[src/sv/hann_real_fft_power_spectrum_macros.svh]
// Assertion macros used by the power spectrum RTL.
`ifndef HANN_REAL_FFT_POWER_SPECTRUM_MACROS_SVH
`define HANN_REAL_FFT_POWER_SPECTRUM_MACROS_SVH
`ifndef SYNTHESIS
// Same-cycle implication, sampled on clk and disabled during reset.
`define HRPS_ASSERT_IMP(lbl, ante, cons) \
	lbl: assert property (@(posedge clk) disable iff (!arst_n) (ante) |-> (cons)) \
		else $error("hrps: same-cycle check failed");
// Next-cycle implication, sampled on clk and disabled during reset.
`define HRPS_ASSERT_NXT(lbl, ante, cons) \
	lbl: assert property (@(posedge clk) disable iff (!arst_n) (ante) |=> (cons)) \
		else $error("hrps: next-cycle check failed");
`else
`define HRPS_ASSERT_IMP(lbl, ante, cons)
`define HRPS_ASSERT_NXT(lbl, ante, cons)
`endif
`endif

[src/sv/hrps_pkg.sv]
// Shared constants, types and cosine table for the power spectrum block.
package hrps_pkg;

	localparam int FRAME_SIZE_DEF  = 64;
	localparam int SAMPLE_BITS_DEF = 16;
	localparam int DATA_W          = 32;
	localparam int COEF_W          = 17;
	localparam int POWER_W         = 48;
	localparam int INDEX_W         = 6;
	localparam int TW_W            = 6;
	localparam int STAGE_W         = 3;

	// Buffer access controls from the sequencer.
	typedef struct packed {
		logic wr_re;
		logic wr_im;
		logic rd;
	} hrps_mem_ctl_t;

	// First quarter of a 64-point cosine in Q1.15, full scale held at 32767.
	function automatic logic signed [COEF_W-1:0] quarter_cos(input logic [4:0] i);
		logic signed [COEF_W-1:0] v;
		case (i)
			5'd0:    v = 17'sd32767;
			5'd1:    v = 17'sd32610;
			5'd2:    v = 17'sd32138;
			5'd3:    v = 17'sd31357;
			5'd4:    v = 17'sd30274;
			5'd5:    v = 17'sd28899;
			5'd6:    v = 17'sd27246;
			5'd7:    v = 17'sd25330;
			5'd8:    v = 17'sd23170;
			5'd9:    v = 17'sd20788;
			5'd10:   v = 17'sd18205;
			5'd11:   v = 17'sd15447;
			5'd12:   v = 17'sd12540;
			5'd13:   v = 17'sd9512;
			5'd14:   v = 17'sd6393;
			5'd15:   v = 17'sd3212;
			default: v = 17'sd0;
		endcase
		return v;
	endfunction

	// Cosine of 2*pi*k/64 built from the quarter table by symmetry.
	function automatic logic signed [COEF_W-1:0] cos64(input logic [TW_W-1:0] k);
		logic signed [COEF_W-1:0] v;
		case (k) inside
			[6'd0:6'd16]:  v = quarter_cos(5'(k));
			[6'd17:6'd32]: v = -quarter_cos(5'(6'd32 - k));
			[6'd33:6'd48]: v = -quarter_cos(5'(k - 6'd32));
			default:       v = quarter_cos(5'(6'd0 - k));
		endcase
		return v;
	endfunction

	// Sine read as the cosine a quarter turn back.
	function automatic logic signed [COEF_W-1:0] sin64(input logic [TW_W-1:0] k);
		return cos64(k + 6'd48);
	endfunction

endpackage

[src/sv/hrps_buf.sv]
// Work buffer: real and imaginary halves, one write port, two registered read ports.
module hrps_buf import hrps_pkg::*; #(
	parameter int DEPTH = FRAME_SIZE_DEF / 2,
	parameter int AW    = $clog2(FRAME_SIZE_DEF / 2)
) (
	input  logic                     clk,
	input  hrps_mem_ctl_t            ctl,
	input  logic [AW-1:0]            wr_addr,
	input  logic signed [DATA_W-1:0] wr_re_data,
	input  logic signed [DATA_W-1:0] wr_im_data,
	input  logic [AW-1:0]            rd_addr_a,
	input  logic [AW-1:0]            rd_addr_b,
	output logic signed [DATA_W-1:0] a_re,
	output logic signed [DATA_W-1:0] a_im,
	output logic signed [DATA_W-1:0] b_re,
	output logic signed [DATA_W-1:0] b_im
);

	logic signed [DATA_W-1:0] mem_re [DEPTH];
	logic signed [DATA_W-1:0] mem_im [DEPTH];

	// Writes to either half.
	always_ff @(posedge clk) begin
		if (ctl.wr_re) begin
			mem_re[wr_addr] <= wr_re_data;
		end
		if (ctl.wr_im) begin
			mem_im[wr_addr] <= wr_im_data;
		end
	end

	// Registered reads at two addresses; data holds between reads.
	always_ff @(posedge clk) begin
		if (ctl.rd) begin
			a_re <= mem_re[rd_addr_a];
			a_im <= mem_im[rd_addr_a];
			b_re <= mem_re[rd_addr_b];
			b_im <= mem_im[rd_addr_b];
		end
	end

endmodule

[config.mk]
export PLATFORM = sky130hd
export DESIGN_NAME = hrps_buf
export DESIGN_NICKNAME = d
export VERILOG_FILES = /design/src/sv/hann_real_fft_power_spectrum_macros.svh /design/src/sv/hrps_pkg.sv /design/src/sv/hrps_buf.sv
export SDC_FILE = /design/constraint.sdc
export NUM_CORES = 2
export LEC_CHECK = 0
export BUFFER_PORTS_ARGS = -buffer_cell sky130_fd_sc_hd__clkbuf_2
export CORE_UTILIZATION = 50
export CTS_CLUSTER_DIAMETER = 50
export CTS_CLUSTER_SIZE = 12
export DETAILED_ROUTE_END_ITERATION = 12
export HOLD_SLACK_MARGIN = 0.05
export PLACE_DENSITY = 0.68
export SYNTH_ARGS = -nofsm -noshare
export SYNTH_HDL_FRONTEND = slang
export SYNTH_SLANG_ARGS = --single-unit
[constraint.sdc]
create_clock -name clk -period 2.8 [get_ports clk]
set_input_delay 0.28 -clock clk [delete_from_list [all_inputs] [get_ports clk]]
set_output_delay 0.28 -clock clk [all_outputs]
set_load 0.005 [all_outputs]
==> reports/qor.txt <==
Min Tclk post-route - 2.13 ns
Crit Path Class - input port to flip-flop
# fillers - 13954
Post-synth top area share - 0.666
Layout cell share with drive strength beyond 1 - 0.414
Library cells used by synthesis - 37
Net Count, Synth - 4462
Total number of yosys warnings - 0
Overall Global Routing Usage - 0.294
Grt met3 use - 0.0587
TritonCTS Sinks - 2176
# IOs - 211
MaxCap Viol Count - 0
DIE HEIGHT - 445 um
Total grt overflow - 0
Fin nets - 4952
Cells after Synth - 4379
Post-place setup slack - 0.274 ns
Final hold vios - 0
Clock-pin transition on the worst setup and hold timing paths - 0.06 ns
Post-synthesis register bit count - 2176
Status - complete, no violations
First-pass GRT wire length - 407000 um
Gr busiest metal - met2
RePlAce Congestion - 0.825
Clock tree buffer depth - 3
Final ANT Viol Nets - 0
Setup Skew - 0.0249 ns
Placement Rows - 162
Largest net degree at the start of global routing - 80
Critical Path RT - 3.39 ns
Total Wirelength - 289000 um
Crit-path cells - dlygate4sd3_1, buf_8, buf_12, buf_12, buf_4, mux4_2, mux2i_1, o22ai_1, a21o_1
Final Util - 0.576
Area Growth Syn to Fin - 14.5%
GRT met2 Usage - 0.460
Vias in the first global route - 53838
Layout Cells excl Fill - 7568
Synthesized area per cell - 22.4 sq um
Min Hold Slack - 0.111 ns
Die area - 198000 sq um
Fin. max-slew vios - 0
Initial antenna violation count - 17
Hpwl dp - 162000 um
Grt met1 use - 0.419
# hold bufs at CTS - 66
Worst slew pin tran - 0.848 ns
Starting Density - 0.503
CTS tree - yes
Vias post-DR - 53314
Dominant synthesized flop cell - edfxtp_1
Crit share post-route - 0.759
Fmax - 470 MHz
Register area share after synthesis - 0.666
Port buffer count - 210
Die X-Extent - 445 um
Final worst slack - 0.674 ns
RSZ-0062 raised after global routing - no
DRC viols - 0
CP most frequent cell - buf_12
Core area - 195000 sq um
H-tree levels - 4
Worst Path Max Fanout - 30
Wire length per cell - 38.2 um
Total setup buffers inserted after CTS - 0
Static Leak - 35.8 nW
Worst setup EP type - flip-flop
Routed vias/inst - 7.04
Worst EP arrival - 2.71 ns
Synthesized area - 98100 sq um
Post-synth ARST share - 0
Clock buffer count from CTS - 214
Worst-Skew Late Latency - 0.85 ns
CP Launch Type - input port
First-pass iteration count of the detailed router - 6
Dpl cells - 7211
Pwr/cell area - 613 nW/um^2
CP max stage delay - 0.57 ns
Post-synth EDFFs - 2176
Synth top area cells - edfxtp_1 (67%), mux4_2 (25%), mux2i_1 (2.9%)
Final setup violating endpoints - 0
Commonest non-fill, non-tap cell in the layout - edfxtp_1
Largest area contributor in the netlist - edfxtp_1
PostCTS Resize Cnt - 0
Slew margin rel. - 0.435
DRT iter0 DRCs - 7707
Commonest cells after routing, fill and taps aside - edfxtp_1 (2176), mux4_2 (1092), mux2i_1 (286)
Slowest-stage cell, CP - dlygate4sd3_1
HP Class - input port to flip-flop
Root Buffer - clkbuf_16
Worst VDD drop - 0.670 mV
[through the flow]
stage	power, mW	area (sq um)	TNS, ns
5_1_grt	70.6	112000	0
3_3_place_gp	43.3	106000	0
3_5_place_dp	43.3	106000	0
6_report	68.9	112000	0
4_1_cts	69.2	112000	0
2_1_floorplan	40.8	98100	-25.30
[cell usage after synthesis (11+ instances only)]
cell type	number
o22ai_1	38
a221oi_1	45
edfxtp_1	2176
buf_6	30
buf_1	38
mux2_2	68
a22o_1	23
mux2i_1	286
o21a_1	63
buf_4	54
a22oi_1	51
nor2_1	73
nor2b_1	15
a32oi_1	15
mux4_2	1092
buf_2	110
clkbuf_1	106
nand2_1	43
a221o_1	11
[final timing paths]
kind                       start       endpoint  slack, ns  cells after the start
hold / removal    wr_im_data[20]  mem_im[3][20]       0.11                      1
setup reg to reg   mem_re[2][19]       b_re[19]       0.82                      3
hold reg to reg   mem_im[17][26]       b_im[26]       0.85                      4
setup / recovery    rd_addr_a[2]       a_re[11]       0.67                      9
[report_power, final]
| part | leakage [nW] | switching [mW] | internal [mW] |
|---|---|---|---|
| logic | 13.1 | 3.19 | 2.78 |
| registers | 19.7 | 0.308 | 36.5 |
| clock network | 2.94 | 11.9 | 14.3 |
| total | 35.8 | 15.4 | 53.5 |
[critical path: cells and delay by family]
kind                   cells  cell delay [ns]
buffers and inverters      5             1.54
multiplexers               2             0.51
AO/OA/AOI/OAI              2             0.30
[flip-flops by register name (all words and copies together) (netlist names)]
| name | count |
|---|---|
| b_re | 32 |
| b_im | 32 |
| mem_im | 1024 |
| mem_re | 1024 |
| a_re | 32 |
| a_im | 32 |
[kinds of logic after synthesis]
logic type | synth area share
AOI/OAI and AO/OA | 0.0211
buffers and inverters | 0.0188
DFF | 0.666
muxes | 0.288
and+or+nand+nor | 0.00673
[final cells by class]
type / count / area [sq um] / share of cell area
sequential: 2176 / 65300 / 0.582
clock inverter: 53 / 464 / 0.00413
multi-input combinational: 1863 / 31500 / 0.280
clock buffer: 233 / 5530 / 0.0492
antenna: 5 / 12.5 / 0.000111
tap: 2624 / 3280 / 0.0292
inverter: 2 / 15.0 / 0.000134
timing repair buffer: 612 / 6220 / 0.0554
[metal layers]
| metal | up-vias | routed length (um) |
|---|---|---|
| met1 | 28923 | 109000 |
| met4 | 10 | 10300 |
| met2 | 3495 | 138000 |
| met3 | 511 | 31800 |
| li1 | 20375 | - |
| met5 | - | 59 |
No activity file was read; power rests on OpenSTA's default activity.
